## config.mk

```make
export PLATFORM = sky130hd
export DESIGN_NAME = mmio_region_decoder
export DESIGN_NICKNAME = d
export VERILOG_FILES = /design/src/rtl/core/mrd_pkg.sv /design/src/rtl/core/mrd_table_ram.sv /design/src/rtl/core/mrd_ctrl.sv /design/src/rtl/core/mmio_region_decoder.sv
export VERILOG_INCLUDE_DIRS = /design/src /design/src/rtl/core
export SDC_FILE = /design/constraint.sdc
export NUM_CORES = 2
export LEC_CHECK = 0
export BUFFER_PORTS_ARGS = -buffer_cell sky130_fd_sc_hd__clkbuf_2
export CAP_MARGIN = 20
export CORE_MARGIN = 4
export CORE_UTILIZATION = 55
export CTS_CLUSTER_DIAMETER = 200
export CTS_CLUSTER_SIZE = 8
export DETAILED_ROUTE_END_ITERATION = 10
export GPL_ROUTABILITY_DRIVEN = 1
export PLACE_DENSITY = 0.72
export SYNTH_ARGS = -nofsm -noshare
export SYNTH_HDL_FRONTEND = slang
export SYNTH_SLANG_ARGS = --single-unit
export TNS_END_PERCENT = 100
```

## constraint.sdc

```tcl
create_clock -name clk -period 14.5 [get_ports clk]
set_input_delay 1.45 -clock clk [delete_from_list [all_inputs] [get_ports clk]]
set_output_delay 1.45 -clock clk [all_outputs]
set_load 0.01 [all_outputs]
```

## src/rtl/core/mmio_region_decoder_assert.svh

```systemverilog
// ----------------------------------------------------------------------------
// mmio_region_decoder_assert.svh
// Assertion macros shared by the region decoder; clocked on clk, off in rst.
// ----------------------------------------------------------------------------
`ifndef MMIO_REGION_DECODER_ASSERT_SVH
`define MMIO_REGION_DECODER_ASSERT_SVH

// expr holds at every clock edge out of reset
`define MRD_ASSERT_HOLDS(label, expr) \
  label: assert property (@(posedge clk) disable iff (rst) (expr)) \
    else $error("mmio_region_decoder: invariant violated");

// cons holds in the same cycle as ante
`define MRD_ASSERT_IMP(label, ante, cons) \
  label: assert property (@(posedge clk) disable iff (rst) (ante) |-> (cons)) \
    else $error("mmio_region_decoder: implication violated");

// cons holds in the cycle after ante
`define MRD_ASSERT_NEXT(label, ante, cons) \
  label: assert property (@(posedge clk) disable iff (rst) (ante) |=> (cons)) \
    else $error("mmio_region_decoder: next-cycle implication violated");

`endif

```

## src/rtl/core/mrd_pkg.sv

```systemverilog
// ----------------------------------------------------------------------------
// mrd_pkg
// Types and codes shared by the MMIO region decoder modules.
// ----------------------------------------------------------------------------
package mrd_pkg;

  // operation codes carried on s_tuser
  localparam logic [1:0] FN_REGISTER = 2'd0;
  localparam logic [1:0] FN_READ     = 2'd1;
  localparam logic [1:0] FN_WRITE    = 2'd2;

  // result status codes
  localparam logic [2:0] STAT_SUCCESS     = 3'd0;
  localparam logic [2:0] STAT_OVERLAP     = 3'd1;
  localparam logic [2:0] STAT_NOT_HANDLED = 3'd2;
  localparam logic [2:0] STAT_DENIED      = 3'd3;
  localparam logic [2:0] STAT_FULL        = 3'd4;

  // permission bits of a stored range
  localparam int PERM_READ  = 0;
  localparam int PERM_WRITE = 1;

  // packed widths of the stream payloads
  localparam int IN_DATA_W  = 208;
  localparam int IN_USER_W  = 2;
  localparam int OUT_DATA_W = 144;
  localparam int OUT_USER_W = 4;

  // one input item
  typedef struct packed {
    logic [1:0]  func;
    logic [63:0] address;
    logic [63:0] range_end;
    logic        read_ok;
    logic        write_ok;
    logic [7:0]  device_tag;
    logic [3:0]  access_len;
    logic [63:0] write_data;
  } item_t;

  // one result item
  typedef struct packed {
    logic [2:0]  status;
    logic [7:0]  target_tag;
    logic [63:0] target_address;
    logic [3:0]  target_len;
    logic [63:0] target_data;
    logic        is_write;
  } result_t;

  // one table entry as held in the memory
  typedef struct packed {
    logic [63:0] base;
    logic [63:0] range_end;
    logic [1:0]  perms;
    logic [7:0]  tag;
  } entry_t;

  // sequencer states
  typedef enum logic [2:0] {
    S_IDLE,
    S_SCAN,
    S_SHIFT_PRIME,
    S_SHIFT,
    S_INSERT,
    S_DONE
  } ctrl_state_t;

endpackage

```

## src/rtl/core/mrd_table_ram.sv

```systemverilog
// ----------------------------------------------------------------------------
// mrd_table_ram
// Range table storage: one write port, one read port, registered read data.
// ----------------------------------------------------------------------------
module mrd_table_ram
  import mrd_pkg::*;
#(
  parameter int DEPTH = 16,
  parameter int AW    = 4
) (
  input  logic          clk,
  input  logic          we,
  input  logic [AW-1:0] waddr,
  input  entry_t        wdata,
  input  logic [AW-1:0] raddr,
  output entry_t        rdata
);

  entry_t mem [DEPTH];

  // write port
  always_ff @(posedge clk) begin
    if (we) begin
      mem[waddr] <= wdata;
    end
  end

  // read port, data registered from the address of the cycle before
  always_ff @(posedge clk) begin
    rdata <= mem[raddr];
  end

endmodule

```

## src/rtl/core/mrd_ctrl.sv

```systemverilog
// ----------------------------------------------------------------------------
// mrd_ctrl
// Sequencer: scans the sorted table, inserts ranges with a shift-up pass
// and builds one result per item.
// ----------------------------------------------------------------------------
module mrd_ctrl
  import mrd_pkg::*;
#(
  parameter int REGIONS = 16,
  parameter int IW      = 4,
  parameter int CW      = 5
) (
  input  logic          clk,
  input  logic          rst,
  // item side
  input  logic          item_valid,
  output logic          item_ready,
  input  item_t         item_in,
  // result side
  output logic          res_valid,
  input  logic          res_ready,
  output result_t       res,
  // table memory
  output logic          mem_we,
  output logic [IW-1:0] mem_waddr,
  output entry_t        mem_wdata,
  output logic [IW-1:0] mem_raddr,
  input  entry_t        mem_rdata,
  // fill level
  output logic [CW-1:0] entry_count
);

  ctrl_state_t state, state_next;

  item_t         item;
  logic [CW-1:0] count;
  logic [CW-1:0] pos;
  logic [IW-1:0] k;
  logic [63:0]   prev_end;
  logic [1:0]    prev_perms;
  logic [7:0]    prev_tag;

  logic          is_reg;
  logic          in_range;
  logic          scan_hit;
  logic          advance;
  logic          overlap;
  logic          table_full;
  logic          shift_last;
  logic          acc_inside;
  logic          acc_allowed;
  logic          is_wr;
  entry_t        new_entry;
  result_t       res_init;

  assign entry_count = count;

  // scan and insert decisions
  always_comb begin
    is_reg     = (item.func == FN_REGISTER);
    is_wr      = (item.func == FN_WRITE);
    in_range   = (pos < count);
    scan_hit   = is_reg ? (mem_rdata.base < item.address)
                        : (mem_rdata.base <= item.address);
    advance    = in_range && scan_hit;
    overlap    = ((pos != '0) && (item.address < prev_end)) ||
                 (in_range && (mem_rdata.base < item.range_end));
    table_full = (count >= CW'(REGIONS));
    shift_last = ((k - IW'(1)) == pos[IW-1:0]);
    acc_inside = (pos != '0) && (item.address < prev_end);
    acc_allowed = is_wr ? prev_perms[PERM_WRITE] : prev_perms[PERM_READ];
    new_entry.base      = item.address;
    new_entry.range_end = item.range_end;
    new_entry.perms     = {item.write_ok, item.read_ok};
    new_entry.tag       = item.device_tag;
  end

  // result preset on acceptance: full for a register item, else not handled
  always_comb begin
    res_init        = '0;
    res_init.status = (item_in.func == FN_REGISTER) ? STAT_FULL : STAT_NOT_HANDLED;
  end

  // state register
  always_ff @(posedge clk) begin
    if (rst) begin
      state <= S_IDLE;
    end else begin
      state <= state_next;
    end
  end

  // next state and memory controls
  always_comb begin
    state_next = state;
    item_ready = 1'b0;
    res_valid  = 1'b0;
    mem_we     = 1'b0;
    mem_waddr  = k;
    mem_wdata  = mem_rdata;
    mem_raddr  = '0;
    case (state)
      S_IDLE: begin
        item_ready = 1'b1;
        mem_raddr  = '0;
        if (item_valid) begin
          if (item_in.func == FN_REGISTER) begin
            state_next = table_full ? S_DONE : S_SCAN;
          end else if (item_in.func == FN_READ || item_in.func == FN_WRITE) begin
            state_next = S_SCAN;
          end else begin
            state_next = S_DONE;
          end
        end
      end
      S_SCAN: begin
        // read ahead so that one entry is checked each cycle
        mem_raddr = pos[IW-1:0] + IW'(1);
        if (!advance) begin
          if (!is_reg || overlap) begin
            state_next = S_DONE;
          end else if (pos == count) begin
            state_next = S_INSERT;
          end else begin
            state_next = S_SHIFT_PRIME;
          end
        end
      end
      S_SHIFT_PRIME: begin
        mem_raddr  = k - IW'(1);
        state_next = S_SHIFT;
      end
      S_SHIFT: begin
        // move entry k-1 up to k, fetch the next one down
        mem_we    = 1'b1;
        mem_waddr = k;
        mem_wdata = mem_rdata;
        mem_raddr = k - IW'(2);
        if (shift_last) begin
          state_next = S_INSERT;
        end
      end
      S_INSERT: begin
        mem_we     = 1'b1;
        mem_waddr  = pos[IW-1:0];
        mem_wdata  = new_entry;
        state_next = S_DONE;
      end
      S_DONE: begin
        res_valid = 1'b1;
        if (res_ready) begin
          state_next = S_IDLE;
        end
      end
      default: begin
        state_next = S_IDLE;
      end
    endcase
  end

  // fill count
  always_ff @(posedge clk) begin
    if (rst) begin
      count <= '0;
    end else if (state == S_INSERT) begin
      count <= count + CW'(1);
    end
  end

  // item capture, scan position, shift index and result
  always_ff @(posedge clk) begin
    case (state)
      S_IDLE: begin
        if (item_valid) begin
          item <= item_in;
          pos  <= '0;
          res  <= res_init;
        end
      end
      S_SCAN: begin
        if (advance) begin
          pos        <= pos + CW'(1);
          prev_end   <= mem_rdata.range_end;
          prev_perms <= mem_rdata.perms;
          prev_tag   <= mem_rdata.tag;
        end else if (is_reg) begin
          k <= count[IW-1:0];
          if (overlap) begin
            res.status <= STAT_OVERLAP;
          end
        end else if (acc_inside) begin
          if (!acc_allowed) begin
            res.status <= STAT_DENIED;
          end else begin
            res.status         <= STAT_SUCCESS;
            res.target_tag     <= prev_tag;
            res.target_address <= item.address;
            res.target_len     <= item.access_len;
            res.target_data    <= is_wr ? item.write_data : 64'd0;
            res.is_write       <= is_wr;
          end
        end
      end
      S_SHIFT: begin
        k <= k - IW'(1);
      end
      S_INSERT: begin
        res.status <= STAT_SUCCESS;
      end
      default: begin
      end
    endcase
  end

endmodule

```

## src/rtl/core/mmio_region_decoder.sv

```systemverilog
// ----------------------------------------------------------------------------
// mmio_region_decoder
// MMIO address range table: registers ranges, routes read/write accesses.
// ----------------------------------------------------------------------------
// An access scans the stored ranges, one per cycle through the table read
// port. A register item landing at the top of the table is inserted after the
// scan; one landing lower first primes the read, then moves each entry above
// it up one slot. An overlap ends after the scan; table-full and unknown
// items go straight to the result. One item at a time.
// Reset clears only fill count, sequencer and output valid; no clearing pass.
module mmio_region_decoder
  import mrd_pkg::*;
#(
  parameter int REGIONS = 16
) (
  input  logic                  clk,
  input  logic                  rst,
  // input items
  input  logic                  s_tvalid,
  output logic                  s_tready,
  // address, range_end, read_ok, write_ok, device_tag, access_len, write_data
  input  logic [IN_DATA_W-1:0]  s_tdata,
  // func
  input  logic [IN_USER_W-1:0]  s_tuser,
  // result items
  output logic                  m_tvalid,
  input  logic                  m_tready,
  // target_tag, target_address, target_len, target_data
  output logic [OUT_DATA_W-1:0] m_tdata,
  // status, is_write
  output logic [OUT_USER_W-1:0] m_tuser
);

  localparam int IW = (REGIONS > 1) ? $clog2(REGIONS) : 1;
  localparam int CW = $clog2(REGIONS + 1);

  item_t         item_in;
  result_t       res;
  result_t       out_res;
  logic          res_valid;
  logic          res_ready;
  logic          mem_we;
  logic [IW-1:0] mem_waddr;
  logic [IW-1:0] mem_raddr;
  entry_t        mem_wdata;
  entry_t        mem_rdata;
  logic [CW-1:0] entry_count;

  // unpack input item
  always_comb begin
    item_in.func       = s_tuser[1:0];
    item_in.address    = s_tdata[63:0];
    item_in.range_end  = s_tdata[127:64];
    item_in.read_ok    = s_tdata[128];
    item_in.write_ok   = s_tdata[129];
    item_in.device_tag = s_tdata[137:130];
    item_in.access_len = s_tdata[141:138];
    item_in.write_data = s_tdata[205:142];
  end

  mrd_ctrl #(
    .REGIONS (REGIONS),
    .IW      (IW),
    .CW      (CW)
  ) u_ctrl (
    .clk         (clk),
    .rst         (rst),
    .item_valid  (s_tvalid),
    .item_ready  (s_tready),
    .item_in     (item_in),
    .res_valid   (res_valid),
    .res_ready   (res_ready),
    .res         (res),
    .mem_we      (mem_we),
    .mem_waddr   (mem_waddr),
    .mem_wdata   (mem_wdata),
    .mem_raddr   (mem_raddr),
    .mem_rdata   (mem_rdata),
    .entry_count (entry_count)
  );

  mrd_table_ram #(
    .DEPTH (REGIONS),
    .AW    (IW)
  ) u_ram (
    .clk   (clk),
    .we    (mem_we),
    .waddr (mem_waddr),
    .wdata (mem_wdata),
    .raddr (mem_raddr),
    .rdata (mem_rdata)
  );

  // output register; frees the sequencer as soon as a result is taken
  assign res_ready = !m_tvalid || m_tready;

  always_ff @(posedge clk) begin
    if (rst) begin
      m_tvalid <= 1'b0;
    end else if (res_ready) begin
      m_tvalid <= res_valid;
    end
  end

  always_ff @(posedge clk) begin
    if (res_ready && res_valid) begin
      out_res <= res;
    end
  end

  // pack result item
  assign m_tdata = {4'd0, out_res.target_data, out_res.target_len,
                    out_res.target_address, out_res.target_tag};
  assign m_tuser = {out_res.is_write, out_res.status};

`include "mmio_region_decoder_assert.svh"

  // table never fills past its depth
  `MRD_ASSERT_HOLDS(a_count_bound, entry_count <= CW'(REGIONS))
  // fill count only ever grows by one entry
  `MRD_ASSERT_IMP(a_count_step, !$stable(entry_count), entry_count == CW'($past(entry_count) + CW'(1)))
  // an accepted item leaves the sequencer busy in the next cycle
  `MRD_ASSERT_NEXT(a_busy_after_accept, s_tvalid && s_tready, !s_tready)
  // only a successful access forwards anything to a device
  `MRD_ASSERT_IMP(a_quiet_on_fail, m_tvalid && m_tuser[2:0] != STAT_SUCCESS, m_tdata == '0 && !m_tuser[3])

endmodule

```

* After elaboration in Yosys (flattened, before gate mapping)
Memory sizes are Yosys's and may differ from the RTL's. A register that Yosys moved wholly into a read port is not among the register bits.
Cells that the tools add are included.
** Cells by class
- Eq/ne operators :: 21
- Reduce and logical (&&, ||, !) cells :: 25
- Magnitude comparators :: 6
- Mux-type cells :: 38
- $add $sub $neg :: 5
** Operators with widths (count)
- 144-bit 2-to-1 mux :: 3
- 141-bit 2-to-1 mux :: 2
- 141-bit one-hot mux with 2 select lines :: 1
- 64-bit less-than comparator :: 3
- 138-bit 2-to-1 mux :: 1
- 64-bit less-or-equal comparator :: 1
- 64-bit 2-to-1 mux :: 1
- 3-bit 2-to-1 mux :: 12
- 3-bit one-hot mux with 6 select lines :: 1
- 4-bit 2-to-1 mux :: 3
- 4-bit one-hot mux with 3 select lines :: 1
- 5-bit by 1-bit adder with 5-bit output, second input constant :: 2
- 5-bit 2-to-1 mux :: 2
- 2-bit by 1-bit != test with 1-bit output, second input constant :: 5
- 5-bit one-hot mux with 2 select lines :: 1
- 3-bit one-hot mux with 3 select lines :: 1
- 2-bit != test, second input constant :: 4
- 4-bit one-hot mux with 2 select lines :: 1
- 1-bit 2-to-1 mux :: 7
- 3-bit by 2-bit == test with 1-bit output, second input constant :: 2
- 3-bit == test, second input constant :: 2
- 3-bit AND reduction :: 2
- 6-bit AND reduction :: 1
- 5-bit == test :: 1
- 24 further kinds :: 35
** Word-level totals
- Logic and storage cells :: 124
- Bits of input ports :: 214
- Register bits :: 588
- Memories kept :: 1
- Output and inout bits :: 150
- RAM bits :: 2208
** Memories
- u_ram.mem :: depth 16, width 138, rd ports 1, clocked after memory_dff 1, wr ports 1, line mrd_table_ram.sv:19 : entry_t mem [DEPTH];

* Longest topological paths before layout
- Depth in word-level cells :: 7
- Gate-level depth with buffers :: 13

* Hierarchy
Synthesis repeated with hierarchy kept, for this count alone.
** Unflattened totals
- Cells, all modules :: 5527
- Area, all modules :: 111159.1 sq um
** By module, submodules not included
- mrd_table_ram :: instances 1, cells each 3598, area an instance 85618.4 sq um
- mrd_ctrl :: instances 1, cells each 1775, area an instance 21127.8 sq um
- mmio_region_decoder :: instances 1, cells each 154, area an instance 4413.0 sq um

* Worst setup path before layout
No wires, ideal clock.
- Kind :: input to register
- Start :: input port m_tready
- End :: register out_res (netlist bit m_tdata[0]), enable pin
- Slack :: 1.566 ns
- Path buffers :: 0
- Arrival time :: 12.081 ns
- Library setup time :: 0.854 ns
- Data required time :: 13.646 ns
- Stages on the path :: 2
- Cell sequence :: nand2b_1 -> nor3b_1
** Between the ends
- Longest elaborated chain between the ends :: 2
** Ends and longest elaborated chain
- from (decl) :: line mmio_region_decoder.sv:27 : input logic m_tready,
- 1-bit logical OR :: line mmio_region_decoder.sv:95 : assign res_ready = !m_tvalid || m_tready;
- 1-bit logical AND :: line mmio_region_decoder.sv:106 : if (res_ready && res_valid) begin
- to (signal assigned) :: line mmio_region_decoder.sv:107 : out_res <= res;
- to (decl) :: line mmio_region_decoder.sv:39 : result_t out_res;
No other way between the ends.
A chain may end at the register's enable or synchronous reset.

* Worst setup path after layout
- Start :: register u_ctrl.pos[0]
- End :: register u_ctrl.res[11] (netlist name)
** Between the ends
- Longest elaborated chain between the ends :: 4
- Elaborated cells on any way between the ends :: 7
- Classes of those cells :: 1 x order compare; 2 x eq/ne; 4 x reduce/logical
** Ends and longest elaborated chain
- from (decl) :: line mrd_ctrl.sv:37 : logic [CW-1:0] pos;
- from (signal assigned) :: line mrd_ctrl.sv:182 : pos <= pos + CW'(1);
- 5-bit less-than comparator or 5-bit nonzero test (tied branches) :: line mrd_ctrl.sv:62, mrd_ctrl.sv:70
- 1-bit logical AND, on equally long branches :: line mrd_ctrl.sv:65, mrd_ctrl.sv:70
- 2-bit != test (no source line) or 2-bit by 1-bit != test with 1-bit output (tied branches)
- 6-bit AND reduction (no source line) (*)
Every way passes the cells marked *; elsewhere a longest branch is shown, timed or not.

==> results.md <==
* Primary flip-flop cell chosen by synthesis mapping: sky130_fd_sc_hd__edfxtp_1
* Worst min-delay path class: flip-flop to flip-flop
* Per-instance average area after synthesis at approximately 19 um2
* Worst Hold Launch: u_ctrl.res[12]
* Final core area utilization at 0.6407
* Final HPWL DP at 145900 um
* Max Fclk at between 150 and 200 MHz
* Total via count in the routed design at about 60000
* Crit path max fanout at 68
* Via count of the first global-routing pass at roughly 60000
* Setup TNS at 0 ns
* Largest cells by area after synthesis: sky130_fd_sc_hd__edfxtp_1, sky130_fd_sc_hd__mux4_2, sky130_fd_sc_hd__dfxtp_1, sky130_fd_sc_hd__ha_1, sky130_fd_sc_hd__nand2_1
* Number of primary I/O pins at between 300 and 400
* RR Endpoint: u_ctrl.res[11]
* Post-detailed-route via-to-cell ratio at around 6.2
* Share of cells above drive strength 1 at 0.2361
* Largest area contributor in the synthesized netlist: sky130_fd_sc_hd__edfxtp_1
* Post-synthesis sequential area ratio at 0.7743
* Wire length of the first global-routing pass at ~400000 um
* Reg2Reg Depth at 11
* Iter 0 DRT Violations at approximately 7700
* Cell area after synthesis at about 110000 um2
* Number of levels the H-tree was split into at 5
* Most common cell in the synthesized netlist: sky130_fd_sc_hd__edfxtp_1
* CTS tree: built
* Status: complete, no violations
* Die footprint at approximately 210000 um2
* Global Route Usage Sum at 0.2642
* Final slew viol count at 0
* Post-route minimum period at slightly below 6 ns
* Count of TritonRoute iterations in the first routing pass at 6
* Maximum number of buffers from clock root to sink at 4
* Count of hold-fix buffers inserted at cts at 0
* Number of sinks handled by clock tree synthesis at about 3000
* Leakage power summed over all cells at approximately 44 nW
* Setup fix buffers added after clock tree synthesis at 0
* Endpoint with the worst hold slack: m_tdata[87]
* Warnings from Yosys at 0
* Standard-cell row count at 165
* Post-synth EDFFs at between 2000 and 3000
* Total length of routed wires at between 200000 and 300000 um
* Depth of the worst hold-timing path at 0
* Die span in y at 459.0 um
* Top cell type's share of synthesized area at 0.7480
* Root Buffer Master: sky130_fd_sc_hd__clkbuf_16
* Share of flip-flops with an asynchronous set or reset after synthesis at 0
* Starting Density at 0.5530
* Number of library cell types mapped by synthesis at 64
* Setup crit start kind: flip-flop
* Crit path capture type: flip-flop
* X dimension of the die at about 460 um
* Clock slew seen by the registers of the worst setup and hold paths at ~0.05 ns
* Max-cap viol count at 0
* Flop and latch count out of synthesis at between 2000 and 3000
* Most frequent cells after synthesis: sky130_fd_sc_hd__edfxtp_1, sky130_fd_sc_hd__mux4_2, sky130_fd_sc_hd__nand2_1
* Routability Congestion at 0.8511
* Unrepaired setup endpoints after global routing: no
* DRC violation count after routing at 0
* Register-to-register setup slack at between 8 and 9 ns
* Gates resized, CTS repair at 0
* Initial antenna violation count at 17
* Average wire length per cell after detail routing at approximately 29 um
* Hold violation count in the final report at 0
* Count of non-filler cells in the finished layout at between 9000 and 10000
* Clock latency on the worst-skew pair at 0.98 ns
* Post-route ant nets at 0
* Total power density per cell area at around 220 nW/um2
* Share of the clock period used by the worst path at 0.4038
* Area inside the core boundary at roughly 200000 um2
* Maximum ir drop on the vdd rail at 0.0002202 V
* Required time at the worst-slack endpoint at 15.06 ns
* Worst clock skew at roughly 0.065 ns
* Overall power of the completed layout at about 28 mW
* Worst Hold Slack at approximately 0.38 ns
* Net count, final at 6883
* Worst reg2reg startpoint: u_ctrl.pos[0]
* Total grt overflow at 0
* Layout area overhead at 15.85%
* Number of cells produced by synthesis at ~5800
* IO buf count at 357
* Largest net degree at the start of global routing at ~150
* Number of failing setup endpoints in the final timing report at 0
* Critical path class: flip-flop to flip-flop
* Critical path arrival at 6.42 ns
* Remaining max-slew budget at the tightest pin at 0.2005
* Measured slew at the worst slew-check pin at about 1.2 ns
* Number of clock buffers inserted by TritonCTS at 416
* Total instance count after detailed placement at ~8700
cells by family (layout without fill, tap and decap cells):
family                     after synthesis  after routing  synth area share
DFF                                   2934           2934            0.7743
adders and majority gates              201            201           0.02248
buffers and inverters                  488           1482           0.01736
xor gates and xnor gates                14             14          0.001096
AOI/OAI and AO/OA                      589            589           0.03287
muxes                                  555            555            0.1114
and+or+nand+nor                        976            976           0.04044
other                                    1             16        0.00003352
worst max-delay path by stage:
stage                             start              end  slack, ns  depth (start not counted)
after floorplan                m_tready       m_tdata[0]       1.57                          2
after global placement    u_ctrl.pos[0]   u_ctrl.res[15]       8.73                         11
after detailed placement  u_ctrl.pos[0]  u_ctrl.res[109]       8.64                         11
after CTS                 u_ctrl.pos[0]   u_ctrl.res[11]       8.57                         11
after global routing      u_ctrl.pos[0]   u_ctrl.res[11]       8.47                         11
final                     u_ctrl.pos[0]   u_ctrl.res[11]       8.64                         11
flip-flops by register name (all words and copies together), names as in the netlist, 8 cells and up:
name / count
u_ram.mem: 2208
u_ctrl.item: 208
u_ctrl.res: 144
m_tdata: 140
u_ram.rdata: 138
u_ctrl.prev_end: 64
u_ctrl.prev_tag: 8
cell usage in the layout, fill, tap and decap left out, types with 5 or more instances in the layout:
cell type / count
sky130_fd_sc_hd__xnor2_1: 10
sky130_fd_sc_hd__a211oi_1: 148
sky130_fd_sc_hd__nand2b_1: 7
sky130_fd_sc_hd__nor2_4: 19
sky130_fd_sc_hd__dfxtp_1: 147
sky130_fd_sc_hd__a221oi_1: 6
sky130_fd_sc_hd__edfxtp_1: 2787
sky130_fd_sc_hd__buf_4: 178
sky130_fd_sc_hd__buf_2: 16
sky130_fd_sc_hd__nor4_1: 7
sky130_fd_sc_hd__clkbuf_1: 274
sky130_fd_sc_hd__o21ai_0: 163
sky130_fd_sc_hd__and2_1: 145
sky130_fd_sc_hd__o21a_1: 5
sky130_fd_sc_hd__o211ai_1: 6
sky130_fd_sc_hd__nand2_1: 504
sky130_fd_sc_hd__buf_12: 19
sky130_fd_sc_hd__clkinv_8: 5
sky130_fd_sc_hd__nand4_1: 34
sky130_fd_sc_hd__a21o_1: 6
sky130_fd_sc_hd__a21oi_1: 78
sky130_fd_sc_hd__a31oi_1: 145
sky130_fd_sc_hd__clkbuf_2: 357
sky130_fd_sc_hd__mux4_2: 552
sky130_fd_sc_hd__clkbuf_16: 421
sky130_fd_sc_hd__nor2_1: 105
sky130_fd_sc_hd__nor2b_1: 5
sky130_fd_sc_hd__inv_1: 206
sky130_fd_sc_hd__ha_1: 201
sky130_fd_sc_hd__diode_2: 12
sky130_fd_sc_hd__nor3_1: 21
sky130_fd_sc_hd__and2_0: 9
sky130_fd_sc_hd__nand3_1: 27
sky130_fd_sc_hd__and3_1: 66
critical path: stages, from the launching register on:
cell,delay [ns]
sky130_fd_sc_hd__edfxtp_1,0.51
sky130_fd_sc_hd__inv_1,0.15
sky130_fd_sc_hd__ha_1,0.22
sky130_fd_sc_hd__nor4b_2,0.22
sky130_fd_sc_hd__a2111oi_0,0.77
sky130_fd_sc_hd__o2111ai_1,0.24
sky130_fd_sc_hd__nor3_1,0.84
sky130_fd_sc_hd__o21ai_0,0.34
sky130_fd_sc_hd__or3_1,0.44
sky130_fd_sc_hd__a21oi_4,0.17
sky130_fd_sc_hd__buf_4,0.74
sky130_fd_sc_hd__buf_4,0.64
area by class of cell:
type,count,area (um2)
Timing Repair Buffer,570,3583
Clock buffer,696,11580
Clock inverter,9,137.6
Fill cell,13320,72700
Inverter,207,784.5
Sequential cell,2934,86630
Antenna cell,12,30.03
Tap cell,2672,3343
Multi-Input combinational cell,2339,23530
through the flow:
stage / cell area (um2) / setup slack [ns]
after global routing: 129600 / 8.469
after global placement: 117700 / 8.734
final: 129600 / 8.645
after detailed placement: 117900 / 8.636
after CTS: 129600 / 8.567
after floorplan: 111900 / 1.566
layer usage:
| layer | up-vias | share of wire | GRT usage |
|---|---|---|---|
| met5 | - | 0.000047 | 0 |
| met4 | 2 | 0.041 | 0.1086 |
| met3 | 561 | 0.10 | 0.06106 |
| met2 | 3465 | 0.47 | 0.4061 |
| met1 | 30280 | 0.39 | 0.3713 |
| li1 | 24500 | - | - |
report_power, final:
part	leakage (nW)	switching [mW]	internal [mW]
Sequential	26.6	0.513	11.7
Combinational	11.7	4.66	2.73
Clock	5.58	3.35	5.34
(Power assumes the default switching activity.)
